===== src/sv/fsct_pkg.sv =====
// ============================================================================
// fsct_pkg
// Shared types, constants and the CRC-16/XMODEM byte step for the frame
// sequencer and trailer checker.
// ============================================================================
package fsct_pkg;

    // Largest number of bytes held in one received frame.
    localparam int MAX_FRAME_BYTES = 2048;
    localparam int CNT_W           = $clog2(MAX_FRAME_BYTES + 1);
    localparam int PLEN_W          = 12;
    localparam int SEQ_BYTES       = 4;
    localparam int CHECK_BYTES     = 2;
    localparam int TAIL_DEPTH      = SEQ_BYTES + CHECK_BYTES;

    localparam logic [CNT_W-1:0] CNT_MAX  = CNT_W'(MAX_FRAME_BYTES);
    localparam logic [CNT_W-1:0] CNT_MIN  = CNT_W'(TAIL_DEPTH);
    localparam logic [15:0]      CRC_POLY = 16'h1021;

    // Result status codes.
    localparam logic [2:0] ST_TX    = 3'd0;
    localparam logic [2:0] ST_OK    = 3'd1;
    localparam logic [2:0] ST_EMPTY = 3'd2;
    localparam logic [2:0] ST_SHORT = 3'd3;
    localparam logic [2:0] ST_CRC   = 3'd4;
    localparam logic [2:0] ST_SEQ   = 3'd5;
    localparam logic [2:0] ST_OVF   = 3'd6;

    // Kinds of result burst handed to the emitter.
    localparam logic [1:0] KIND_BYTE    = 2'd0;
    localparam logic [1:0] KIND_TRAILER = 2'd1;
    localparam logic [1:0] KIND_VERDICT = 2'd2;

    // Beat positions within a send trailer burst.
    localparam logic [2:0] BEAT_LEAD   = 3'd0;
    localparam logic [2:0] BEAT_SEQ0   = 3'd1;
    localparam logic [2:0] BEAT_SEQ3   = 3'd4;
    localparam logic [2:0] BEAT_CRC_LO = 3'd5;
    localparam logic [2:0] BEAT_CRC_HI = 3'd6;

    // One burst of results caused by one input item.
    typedef struct packed {
        logic [1:0]        kind;
        logic              lead;
        logic [7:0]        data;
        logic [2:0]        status;
        logic [PLEN_W-1:0] plen;
        logic [15:0]       crc;
        logic [31:0]       seq;
    } burst_t;

    // CRC-16/XMODEM over one byte, MSB first.
    function automatic logic [15:0] crc16_step(input logic [15:0] crc,
                                               input logic [7:0]  b);
        logic [15:0] c;
        c = crc ^ {b, 8'h00};
        for (int k = 0; k < 8; k++) begin
            c = c[15] ? ((c << 1) ^ CRC_POLY) : (c << 1);
        end
        return c;
    endfunction

endpackage


===== src/sv/fsct_frame_proc.sv =====
// ============================================================================
// fsct_frame_proc
// Input register, send CRC and receive frame state, and the decision on
// which burst of results each input item causes.
// ============================================================================
module fsct_frame_proc import fsct_pkg::*; (
    input  logic         aclk,
    input  logic         aresetn,
    // Input beat
    input  logic         s_valid,
    output logic         s_ready,
    input  logic         in_op,
    input  logic [7:0]   in_byte,
    input  logic         in_has,
    input  logic         in_last,
    // Configuration write
    input  logic         cfg_valid,
    output logic         cfg_ready,
    input  logic [31:0]  cfg_data,
    // Burst to the emitter
    output logic         burst_valid,
    input  logic         burst_ready,
    output burst_t       burst
);

    // Input register.
    logic        in_valid_reg;
    logic        op_reg;
    logic [7:0]  byte_reg;
    logic        has_reg;
    logic        last_reg;

    // Configuration and frame state.
    logic [31:0]      seq_reg;
    logic [15:0]      send_crc_reg, send_crc_next;
    logic [15:0]      hist_reg [3];
    logic [15:0]      hist_next [3];
    logic [7:0]       tail_reg [TAIL_DEPTH];
    logic [7:0]       tail_next [TAIL_DEPTH];
    logic [CNT_W-1:0] cnt_reg, cnt_next;
    logic             ovf_reg, ovf_next;

    logic        produces;
    logic        advance;
    logic [15:0] crc_one;
    logic        take;
    logic        seq_ok;

    assign cfg_ready = 1'b1;

    // An item moves on when it yields nothing or the emitter can take it.
    assign produces    = op_reg ? last_reg : (has_reg | last_reg);
    assign advance     = in_valid_reg & (~produces | burst_ready);
    assign burst_valid = in_valid_reg & produces;
    assign s_ready     = ~in_valid_reg | advance;

    // Next state and the burst descriptor.
    always_comb begin
        crc_one       = crc16_step(op_reg ? hist_reg[0] : send_crc_reg, byte_reg);
        take          = op_reg & has_reg & (cnt_reg < CNT_MAX);
        send_crc_next = send_crc_reg;
        hist_next     = hist_reg;
        tail_next     = tail_reg;
        cnt_next      = cnt_reg;
        ovf_next      = ovf_reg | (op_reg & has_reg & (cnt_reg >= CNT_MAX));
        seq_ok        = 1'b0;

        burst.kind   = KIND_BYTE;
        burst.lead   = has_reg;
        burst.data   = byte_reg;
        burst.status = ST_TX;
        burst.plen   = '0;
        burst.crc    = has_reg ? crc_one : send_crc_reg;
        burst.seq    = seq_reg;

        if (!op_reg) begin
            // Send: payload byte feeds the CRC; frame end starts a trailer.
            if (has_reg) begin
                send_crc_next = crc_one;
            end
            if (last_reg) begin
                burst.kind    = KIND_TRAILER;
                send_crc_next = '0;
            end
        end else begin
            // Receive: shift the byte into the tail and CRC history.
            if (take) begin
                for (int i = 0; i < TAIL_DEPTH - 1; i++) begin
                    tail_next[i] = tail_reg[i+1];
                end
                tail_next[TAIL_DEPTH-1] = byte_reg;
                hist_next[2] = hist_reg[1];
                hist_next[1] = hist_reg[0];
                hist_next[0] = crc_one;
                cnt_next     = cnt_reg + 1'b1;
            end
            seq_ok = (tail_next[0] == seq_reg[7:0])   && (tail_next[1] == seq_reg[15:8]) &&
                     (tail_next[2] == seq_reg[23:16]) && (tail_next[3] == seq_reg[31:24]);
            burst.kind = KIND_VERDICT;
            burst.data = '0;
            if (ovf_next) begin
                burst.status = ST_OVF;
            end else if (cnt_next == '0) begin
                burst.status = ST_EMPTY;
            end else if (cnt_next < CNT_MIN) begin
                burst.status = ST_SHORT;
            end else if ((tail_next[4] != hist_next[2][7:0]) ||
                         (tail_next[5] != hist_next[2][15:8])) begin
                burst.status = ST_CRC;
            end else if (!seq_ok) begin
                burst.status = ST_SEQ;
            end else begin
                burst.status = ST_OK;
                burst.plen   = PLEN_W'(cnt_next - CNT_MIN);
            end
            // Frame end returns the receive state to reset, tail aside.
            if (last_reg) begin
                hist_next[0] = '0;
                hist_next[1] = '0;
                hist_next[2] = '0;
                cnt_next     = '0;
                ovf_next     = 1'b0;
            end
        end
    end

    // Input register and control state.
    always_ff @(posedge aclk) begin
        if (!aresetn) begin
            in_valid_reg <= 1'b0;
            seq_reg      <= '0;
            send_crc_reg <= '0;
            hist_reg[0]  <= '0;
            hist_reg[1]  <= '0;
            hist_reg[2]  <= '0;
            cnt_reg      <= '0;
            ovf_reg      <= 1'b0;
        end else begin
            if (cfg_valid && cfg_ready) begin
                seq_reg <= cfg_data;
            end
            if (s_ready) begin
                in_valid_reg <= s_valid;
            end
            if (advance) begin
                send_crc_reg <= send_crc_next;
                hist_reg     <= hist_next;
                cnt_reg      <= cnt_next;
                ovf_reg      <= ovf_next;
            end
        end
    end

    // Payload registers need no reset.
    always_ff @(posedge aclk) begin
        if (s_ready && s_valid) begin
            op_reg   <= in_op;
            byte_reg <= in_byte;
            has_reg  <= in_has;
            last_reg <= in_last;
        end
        if (advance) begin
            tail_reg <= tail_next;
        end
    end

endmodule


===== src/sv/fsct_emitter.sv =====
// ============================================================================
// fsct_emitter
// Result register that plays out one burst as one or more output beats and
// finishes the trailer CRC over the sequence bytes as they leave.
// ============================================================================
module fsct_emitter import fsct_pkg::*; (
    input  logic              aclk,
    input  logic              aresetn,
    // Burst from the frame processor
    input  logic              burst_valid,
    output logic              burst_ready,
    input  burst_t            burst,
    // Result beat
    output logic              m_valid,
    input  logic              m_ready,
    output logic [7:0]        out_byte,
    output logic              out_last,
    output logic [2:0]        out_status,
    output logic [PLEN_W-1:0] out_plen
);

    logic              busy_reg;
    logic [2:0]        beat_reg;
    logic [1:0]        kind_reg;
    logic [7:0]        data_reg;
    logic [2:0]        status_reg;
    logic [PLEN_W-1:0] plen_reg;
    logic [15:0]       crc_reg;
    logic [31:0]       seq_reg;

    logic final_beat;
    logic seq_beat;

    assign final_beat  = (kind_reg != KIND_TRAILER) || (beat_reg == BEAT_CRC_HI);
    assign seq_beat    = (beat_reg >= BEAT_SEQ0) && (beat_reg <= BEAT_SEQ3);
    assign burst_ready = ~busy_reg | (m_ready & final_beat);

    // Beat contents.
    assign m_valid    = busy_reg;
    assign out_last   = final_beat;
    assign out_status = status_reg;
    assign out_plen   = plen_reg;

    always_comb begin
        out_byte = data_reg;
        if (kind_reg == KIND_TRAILER) begin
            if (seq_beat) begin
                out_byte = seq_reg[7:0];
            end else if (beat_reg == BEAT_CRC_LO) begin
                out_byte = crc_reg[7:0];
            end else if (beat_reg == BEAT_CRC_HI) begin
                out_byte = crc_reg[15:8];
            end
        end
    end

    // Burst control.
    always_ff @(posedge aclk) begin
        if (!aresetn) begin
            busy_reg <= 1'b0;
        end else if (burst_valid && burst_ready) begin
            busy_reg <= 1'b1;
        end else if (busy_reg && m_ready && final_beat) begin
            busy_reg <= 1'b0;
        end
    end

    // Beat position, trailer CRC and the held burst fields.
    always_ff @(posedge aclk) begin
        if (burst_valid && burst_ready) begin
            beat_reg   <= burst.lead ? BEAT_LEAD : BEAT_SEQ0;
            kind_reg   <= burst.kind;
            data_reg   <= burst.data;
            status_reg <= burst.status;
            plen_reg   <= burst.plen;
            crc_reg    <= burst.crc;
            seq_reg    <= burst.seq;
        end else if (busy_reg && m_ready && !final_beat) begin
            beat_reg <= beat_reg + 1'b1;
            if (seq_beat) begin
                crc_reg <= crc16_step(crc_reg, seq_reg[7:0]);
                seq_reg <= {8'h00, seq_reg[31:8]};
            end
        end
    end

endmodule


===== src/sv/frame_seq_crc16_trailer_unit.sv =====
// ============================================================================
// frame_seq_crc16_trailer_unit
// Send-side framer appending sequence number and CRC-16/XMODEM, and
// receive-side frame checker giving one verdict per frame.
// ============================================================================
// Each item is held in the input register, and the results it causes in the result register.
// Throughput: one input beat per cycle while the result stream takes beats; a send
// frame end plays out a trailer of six or seven result beats, during which the next
// item that has results waits in the input register and holds the input.
// Reset: synchronous active-low aresetn clears the sequence register, the
// send CRC and the receive count, CRC history and overflow flag.
module frame_seq_crc16_trailer_unit import fsct_pkg::*; (
    input  logic         aclk,
    input  logic         aresetn,
    // Input stream
    input  logic         s_tvalid,
    output logic         s_tready,
    input  logic [7:0]   s_tdata,   // [7:0] data_byte
    input  logic [1:0]   s_tuser,   // [0] op, [1] has_byte
    input  logic         s_tlast,
    // Configuration write
    input  logic         cfg_valid,
    output logic         cfg_ready,
    input  logic [31:0]  cfg_data,
    // Result stream
    output logic         m_tvalid,
    input  logic         m_tready,
    output logic [23:0]  m_tdata,   // [7:0] out_byte, [19:8] payload_length, [23:20] zero
    output logic [2:0]   m_tuser,   // [2:0] status
    output logic         m_tlast
);

    logic              burst_valid;
    logic              burst_ready;
    burst_t            burst;
    logic [7:0]        out_byte;
    logic [PLEN_W-1:0] out_plen;

    fsct_frame_proc u_proc (
        .aclk        (aclk),
        .aresetn     (aresetn),
        .s_valid     (s_tvalid),
        .s_ready     (s_tready),
        .in_op       (s_tuser[0]),
        .in_byte     (s_tdata),
        .in_has      (s_tuser[1]),
        .in_last     (s_tlast),
        .cfg_valid   (cfg_valid),
        .cfg_ready   (cfg_ready),
        .cfg_data    (cfg_data),
        .burst_valid (burst_valid),
        .burst_ready (burst_ready),
        .burst       (burst)
    );

    fsct_emitter u_emit (
        .aclk        (aclk),
        .aresetn     (aresetn),
        .burst_valid (burst_valid),
        .burst_ready (burst_ready),
        .burst       (burst),
        .m_valid     (m_tvalid),
        .m_ready     (m_tready),
        .out_byte    (out_byte),
        .out_last    (m_tlast),
        .out_status  (m_tuser),
        .out_plen    (out_plen)
    );

    // Result beat packing.
    assign m_tdata = {4'h0, out_plen, out_byte};

endmodule


===== config.mk =====
export PLATFORM = sky130hd
export DESIGN_NAME = frame_seq_crc16_trailer_unit
export DESIGN_NICKNAME = d
export VERILOG_FILES = /design/src/sv/fsct_pkg.sv /design/src/sv/fsct_frame_proc.sv /design/src/sv/fsct_emitter.sv /design/src/sv/frame_seq_crc16_trailer_unit.sv
export SDC_FILE = /design/constraint.sdc
export NUM_CORES = 1
export LEC_CHECK = 0
export ABC_CLOCK_PERIOD_IN_PS = 5400
export BUFFER_PORTS_ARGS = -buffer_cell sky130_fd_sc_hd__buf_2
export CORE_ASPECT_RATIO = 0.6
export CORE_MARGIN = 2
export CORE_UTILIZATION = 56
export CTS_CLUSTER_SIZE = 30
export DETAILED_ROUTE_END_ITERATION = 10
export GPL_ROUTABILITY_DRIVEN = 0
export PLACE_DENSITY = 0.76
export REMOVE_ABC_BUFFERS = 1
export SYNTH_ARGS = -nofsm -noshare
export SYNTH_HDL_FRONTEND = slang
export SYNTH_SLANG_ARGS = --single-unit

===== constraint.sdc =====
create_clock -name aclk -period 5.4 [get_ports aclk]
set_input_delay 0.81 -clock aclk [delete_from_list [all_inputs] [get_ports aclk]]
set_output_delay 0.81 -clock aclk [all_outputs]
set_load 0.1 [all_outputs]

==> impl_metrics.env, run 1 <==
export IMPL_yosysWarnings=0
export IMPL_cts_root_buf="clkbuf_16"
export IMPL_worst_skew_pair_late_latency_ns=0.52
export IMPL_via_per_inst=5.97
export IMPL_setup_viol=0
export IMPL_critical_path_class="flip-flop to primary output"
export IMPL_grt_max_degree=71
export IMPL_final_max_slew_violation_count=0
export IMPL_cp_top_family="compound AO/OA/AOI/OAI gates"
export IMPL_coreArea_um2=22000
export IMPL_crit_path_top_delay_cell="o21ai_1"
export IMPL_ys_types=65
export IMPL_arrival_ns=3.31
export IMPL_startpoint_type="flip-flop"
export IMPL_tightest_slew_ns=1.23
export IMPL_syn_area_per_cell_um2=10.2
export IMPL_grt_overflow_total=0
export IMPL_ys_ff_latch=246
export IMPL_drcViolationCount=0
export IMPL_synth_simple_area_share=0.174
export IMPL_holdWs_ns=0.450
export IMPL_combPwrFrac=0.122
export IMPL_layout_drive_gt1_share=0.138
export IMPL_required_ns=4.59
export IMPL_synth_edf_count=135
export IMPL_worst_path_largest_cell_delay_ns=0.67
export IMPL_clock_skew_ns=0.0131
export IMPL_die_w_um=197
export IMPL_synthArstFlopShare=0
export IMPL_relSlewSlack=0.177
export IMPL_synth_top_family_by_area="simple AND/OR/NAND/NOR gates"
export IMPL_finalPower_mw=4.44
export IMPL_initial_core_util=0.571
export IMPL_hold_buffers=0
export IMPL_setup_slack_ns=1.28
export IMPL_min_path_type="flip-flop to flip-flop"
export IMPL_grt_pass1_wl_um=49500
export IMPL_powerDensity_nw_per_um2=318
export IMPL_io_buffers=73
export IMPL_peakVddDrop_mv=0.201
export IMPL_switching_share=0.256
export IMPL_final_cell_mix="nand2_1, edfxtp_1, nor2b_1"
export IMPL_wirelength_um=32100
export IMPL_clock_path_buffers=3
export IMPL_clk_pin_slew_ns=0.07
export IMPL_cts_htree_levels=1
export IMPL_wl_per_cell_um=20.3
export IMPL_syn_inst=1232
export IMPL_hold_viol=0
export IMPL_synth_xor_area_share=0.0823
export IMPL_drt_initial_drc_count=1274
export IMPL_rsz0062_at_grt="no"
export IMPL_crit_buf_inv=1
export IMPL_pwr_share_clk=0.396
export IMPL_final_common_cell="nand2_1"
export IMPL_syn_area_um2=12600
export IMPL_cellLeakagePower_nw=5.27
export IMPL_vias=9433
export IMPL_die_area_um2=23700
export IMPL_synthMuxAreaShare=0.0795
export IMPL_cts_buffers=24
export IMPL_fp_dieH_um=120
export IMPL_p_switching_mw=1.14
export IMPL_cp_cell_sequence="ha_1 -> o21ai_1 -> a22oi_1 -> nand2_1 -> o21ai_0 -> o21ai_0 -> buf_2"
export IMPL_final_antenna_net_count=0
export IMPL_cts_setup_buffers=0
export IMPL_synth_compound_area_share=0.117
export IMPL_synthAdderAreaFrac=0.00697
export IMPL_area_growth_pct=11.1
export IMPL_track_usage=0.273
export IMPL_grt_pass1_vias=8419
export IMPL_cts_resized=0
export IMPL_cts_sinks=246
export IMPL_fin_crit_sh=0.763
export IMPL_synthFlopType="edfxtp_1"
export IMPL_num_rows=42
export IMPL_clock_fmax_mhz=243
export IMPL_seq_area_frac_synth=0.500
export IMPL_crit_path_end_kind="primary output"
export IMPL_first_pass_iters=5
export IMPL_nets=1330
export IMPL_fillers=1746
export IMPL_final_util=0.634
export IMPL_cap_violations=0
export IMPL_cts_tree="built"
export IMPL_p_int_mw=3.30
export IMPL_cpMostUsedCell="o21ai_0"
export IMPL_io_pins=79
export IMPL_dpl_cell_area_um2=13100
export IMPL_worst_path_max_fanout=18
export IMPL_antenna_found_initial=3
export IMPL_place_ws_ns=1.71
export IMPL_seqPwrFrac=0.482
export IMPL_final_area_um2=14000
export IMPL_hpwl_um=22500
export IMPL_outcome="finished, final reports clean"
export IMPL_min_period_ns=4.12
[metal layers]
layer	wire [um]	share of wire	global-route usage
met2	11900	0.37	0.337
met3	4110	0.13	0.0871
met1	15600	0.49	0.452
met4	461	0.014	0.0479
met5	13	0.00040	0
[power groups by stage]
stage	clock, mW	sequential [mW]	combinational (mW)
floorplan	0	2.18	0.357
global placement	0	2.17	0.519
detailed placement	0	2.18	0.529
CTS	1.77	2.14	0.534
global route	1.85	2.15	0.589
finish	1.76	2.14	0.543
[path summary, 6_finish.rpt]
kind / from / end / slack [ns] / cells after the start
min: u_proc.ovf_reg$_SDFFE_PN0P_ / u_proc.ovf_reg$_SDFFE_PN0P_ / 0.45 / 2
max: u_emit.beat_reg[0]$_DFFE_PP_ / m_tdata[6] / 1.28 / 7
min reg2reg: u_proc.ovf_reg$_SDFFE_PN0P_ / u_proc.ovf_reg$_SDFFE_PN0P_ / 0.45 / 2
max reg2reg: u_proc.op_reg$_DFFE_PP_ / u_emit.out_plen[5]$_SDFFCE_PP0P_ / 1.58 / 10
[cells in the mapped netlist, drive strengths merged, types with 4 or more instances]
cell,instances,area [um^2]
a21oi,37,185
nand3,17,90.1
edfxtp,135,4050
or3,5,31.3
and2,14,87.6
mux2i,66,661
nand2b,20,125
a21boi,4,30.0
o22ai,9,56.3
buf,26,164
xor2,49,429
o2111ai,6,52.6
nor2,54,228
ha,7,87.6
xnor2,69,604
nor2b,119,744
nor4,6,43.8
nand4,6,37.5
o21ai,46,230
nor3,10,55.1
nand3b,9,71.3
clkbuf,49,184
o21a,5,37.5
a22oi,73,548
mux2,30,338
inv,44,165
nand2,157,589
a2111oi,4,35.0
a221oi,5,43.8
dfxtp,111,2220
[worst min-delay path: cells and delay by family, from the launching register on]
family          cells  cell delay [ns]
flops               1             0.31
buf+inv             1             0.05
compound gates      1             0.05
[stage by stage]
stage	setup TNS, ns	instances
global route	0	1579
CTS	0	1579
finish	0	1580
floorplan	-27.48	1160
detailed placement	0	1535
global placement	0	1535
[cells by family (layout without fill, tap and decap cells)]
family / Yosys count / after routing
flops: 246 / 246
xor+xnor: 118 / 118
fa+ha+maj: 7 / 7
compound gates: 218 / 218
mux: 96 / 96
other cells: 2 / 6
buf+inv: 119 / 177
simple gates: 426 / 426
[final cells by class]
cell class,instances,area [um^2],area share
diodes,1,2.50,0.000179
well taps,286,358,0.0256
clock inverters,11,129,0.00924
inverters,44,165,0.0118
clock buffers,33,697,0.0499
repair buffers,89,498,0.0357
multi-input cells,870,5830,0.418
flip-flops and latches,246,6280,0.450
Power figures use the tool's default switching activity.
==> run 2: changes to the inputs <==
- ABC_CLOCK_PERIOD_IN_PS: 5400 -> 3800
- clock period: 5.4 -> 3.8 ns (I/O delays scaled with it)
==> run 2 against run 1 <==
Effect of this change:
- clock power increased by 30%
- sequential cell count unchanged
- sequential share of layout area decreased by 0.14 points
- power increased by 38%
- setup slack got worse by 1.1 ns
- hold slack got worse by 0.23 ns
- non-clock buffer count increased by 13
- core utilization increased by 0.20 points
- routed wire length increased by 1.8%
==> impl_metrics.env, run 2 (synthesis results as in run 1) <==
export IMPL_required_ns=3.23
export IMPL_track_usage=0.278
export IMPL_fp_dieH_um=120
export IMPL_drcViolationCount=0
export IMPL_cts_setup_buffers=0
export IMPL_worst_skew_pair_late_latency_ns=0.53
export IMPL_rsz0062_at_grt="no"
export IMPL_outcome="finished, final reports clean"
export IMPL_hpwl_um=23600
export IMPL_grt_pass1_vias=8663
export IMPL_clk_pin_slew_ns=0.06
export IMPL_place_ws_ns=0.435
export IMPL_min_path_type="input pin to flip-flop"
export IMPL_die_w_um=197
export IMPL_coreArea_um2=22000
export IMPL_grt_pass1_wl_um=50300
export IMPL_multi_input_area_um2=5830
export IMPL_arrival_ns=3.01
export IMPL_clock_fmax_mhz=279
export IMPL_startpoint_type="flip-flop"
export IMPL_cap_violations=0
export IMPL_vias=9555
export IMPL_final_seq_area_um2=6280
export IMPL_final_max_slew_violation_count=0
export IMPL_use_met2=0.349
export IMPL_io_pins=79
export IMPL_wirelength_um=32700
export IMPL_drt_initial_drc_count=1187
export IMPL_first_pass_iters=5
export IMPL_num_rows=42
export IMPL_initial_core_util=0.571
export IMPL_fillers=1761
export IMPL_grt_overflow_total=0
export IMPL_clock_path_buffers=3
export IMPL_critical_path_class="flip-flop to primary output"
export IMPL_nets=1343
export IMPL_antenna_found_initial=1
export IMPL_wl_per_cell_um=20.5
export IMPL_holdPathStages=1
export IMPL_use_met3=0.0899
export IMPL_reg2reg_from="u_proc.op_reg$_DFFE_PP_"
export IMPL_grt_util_met1=0.456
export IMPL_fin_crit_sh=0.943
export IMPL_io_buffers=73
export IMPL_peakVddDrop_mv=0.324
export IMPL_r2r_cells=7
export IMPL_worst_path_max_fanout=10
export IMPL_cts_buffers=24
export IMPL_final_cell_mix="nand2_1, edfxtp_1, nor2b_1"
export IMPL_dpl_cell_area_um2=13300
export IMPL_hold_viol=0
export IMPL_clock_skew_ns=0.0138
export IMPL_die_area_um2=23700
export IMPL_final_antenna_net_count=0
export IMPL_layout_drive_gt1_share=0.145
export IMPL_cts_root_buf="clkbuf_16"
export IMPL_grt_busiest_layer="met1"
export IMPL_cts_sinks=246
export IMPL_r2r_end="u_emit.out_plen[0]$_SDFFCE_PP0P_"
export IMPL_hold_end="u_proc.last_reg$_DFFE_PP_"
export IMPL_grt_max_degree=53
export IMPL_via_per_inst=6.00
export IMPL_final_common_cell="nand2_1"
export IMPL_final_area_um2=14000
export IMPL_setup_slack_ns=0.218
export IMPL_area_growth_pct=11.4
export IMPL_cts_htree_levels=1
export IMPL_relSlewSlack=0.202
export IMPL_min_period_ns=3.58
export IMPL_cellLeakagePower_nw=5.31
export IMPL_min_delay_start="s_tlast"
export IMPL_powerDensity_nw_per_um2=438
export IMPL_crit_path_end_kind="primary output"
export IMPL_setup_viol=0
export IMPL_cts_tree="built"
export IMPL_timing_reg2reg_setup_slack_ns=0.36
export IMPL_tightest_slew_ns=1.19
-- run 2: changes by cell type in the layout (fill, tap and decap cells not counted), sizes merged --
cell      change
clkinv        -3
bufinv        -3
clkbuf        +7
buf          +13
clkinvlp      -1
-- run 2: per-stage QoR --
| stage | hold slack, ns | total power [mW] | instances | setup TNS (ns) | utilization |
|---|---|---|---|---|---|
| finish | 0.221 | 6.13 | 1593 | 0 | 0.636 |
| global route | 0.212 | 6.33 | 1592 | 0 | 0.636 |
| CTS | 0.218 | 6.13 | 1592 | 0 | 0.636 |
| detailed placement | 0.436 | 3.87 | 1548 | 0 | 0.602 |
| global placement | 0.433 | 3.84 | 1548 | 0 | 0.602 |
| floorplan | 0.423 | 3.60 | 1160 | -282.43 | - |
-- run 2: worst max-delay path: stages (launching register included) --
cell and delay (ns):
edfxtp_1 0.45, inv_1 0.10, ha_1 0.39, o21ai_2 0.43, a22oi_1 0.16, nand2_1 0.09, o21ai_0 0.06, o21ai_0 0.31
buf_2 0.50
-- run 2: power by group --
group	total (mW)	leakage (nW)	internal [mW]	switching, mW
Clock	2.29	0.365	1.29	1.00
Sequential	3.04	2.19	2.93	0.102
Combinational	0.796	2.76	0.282	0.514
-- run 2: worst max-delay path by stage --
stage | start | endpoint | slack [ns] | cells past startpoint
after floorplan | u_proc.has_reg$_DFFE_PP_ | u_emit.seq_reg[0]$_DFFE_PP_ | -2.14 | 4
after global placement | u_proc.op_reg$_DFFE_PP_ | u_emit.out_plen[0]$_SDFFCE_PP0P_ | 0.48 | 7
after detailed placement | u_proc.op_reg$_DFFE_PP_ | u_emit.out_plen[0]$_SDFFCE_PP0P_ | 0.44 | 7
after CTS | u_emit.beat_reg[0]$_DFFE_PP_ | m_tdata[6] | 0.05 | 8
after global routing | u_emit.beat_reg[1]$_SDFFCE_PP0P_ | m_tdata[6] | 0.08 | 10
final | u_emit.beat_reg[0]$_DFFE_PP_ | m_tdata[1] | 0.22 | 8
-- run 2: area by class of cell --
class / instances / area share
diodes: 1 / 0.000179
clock buffers: 40 / 0.0516
clock inverters: 4 / 0.00143
inverters: 44 / 0.0118
multi-input cells: 870 / 0.417
flip-flops and latches: 246 / 0.448
well taps: 286 / 0.0256
repair buffers: 102 / 0.0445
-- run 2: layer usage --
layer	vias up	wire, um
met5	-	0
met4	0	413
met3	33	4510
met2	507	12300
met1	4582	15400
li1	4433	-
-- run 2: repair_timing --
item | CTS | global route
hold buffers | 0 | 0
gates resized for setup | 0 | 1
setup endpoints to repair | 0 | 4
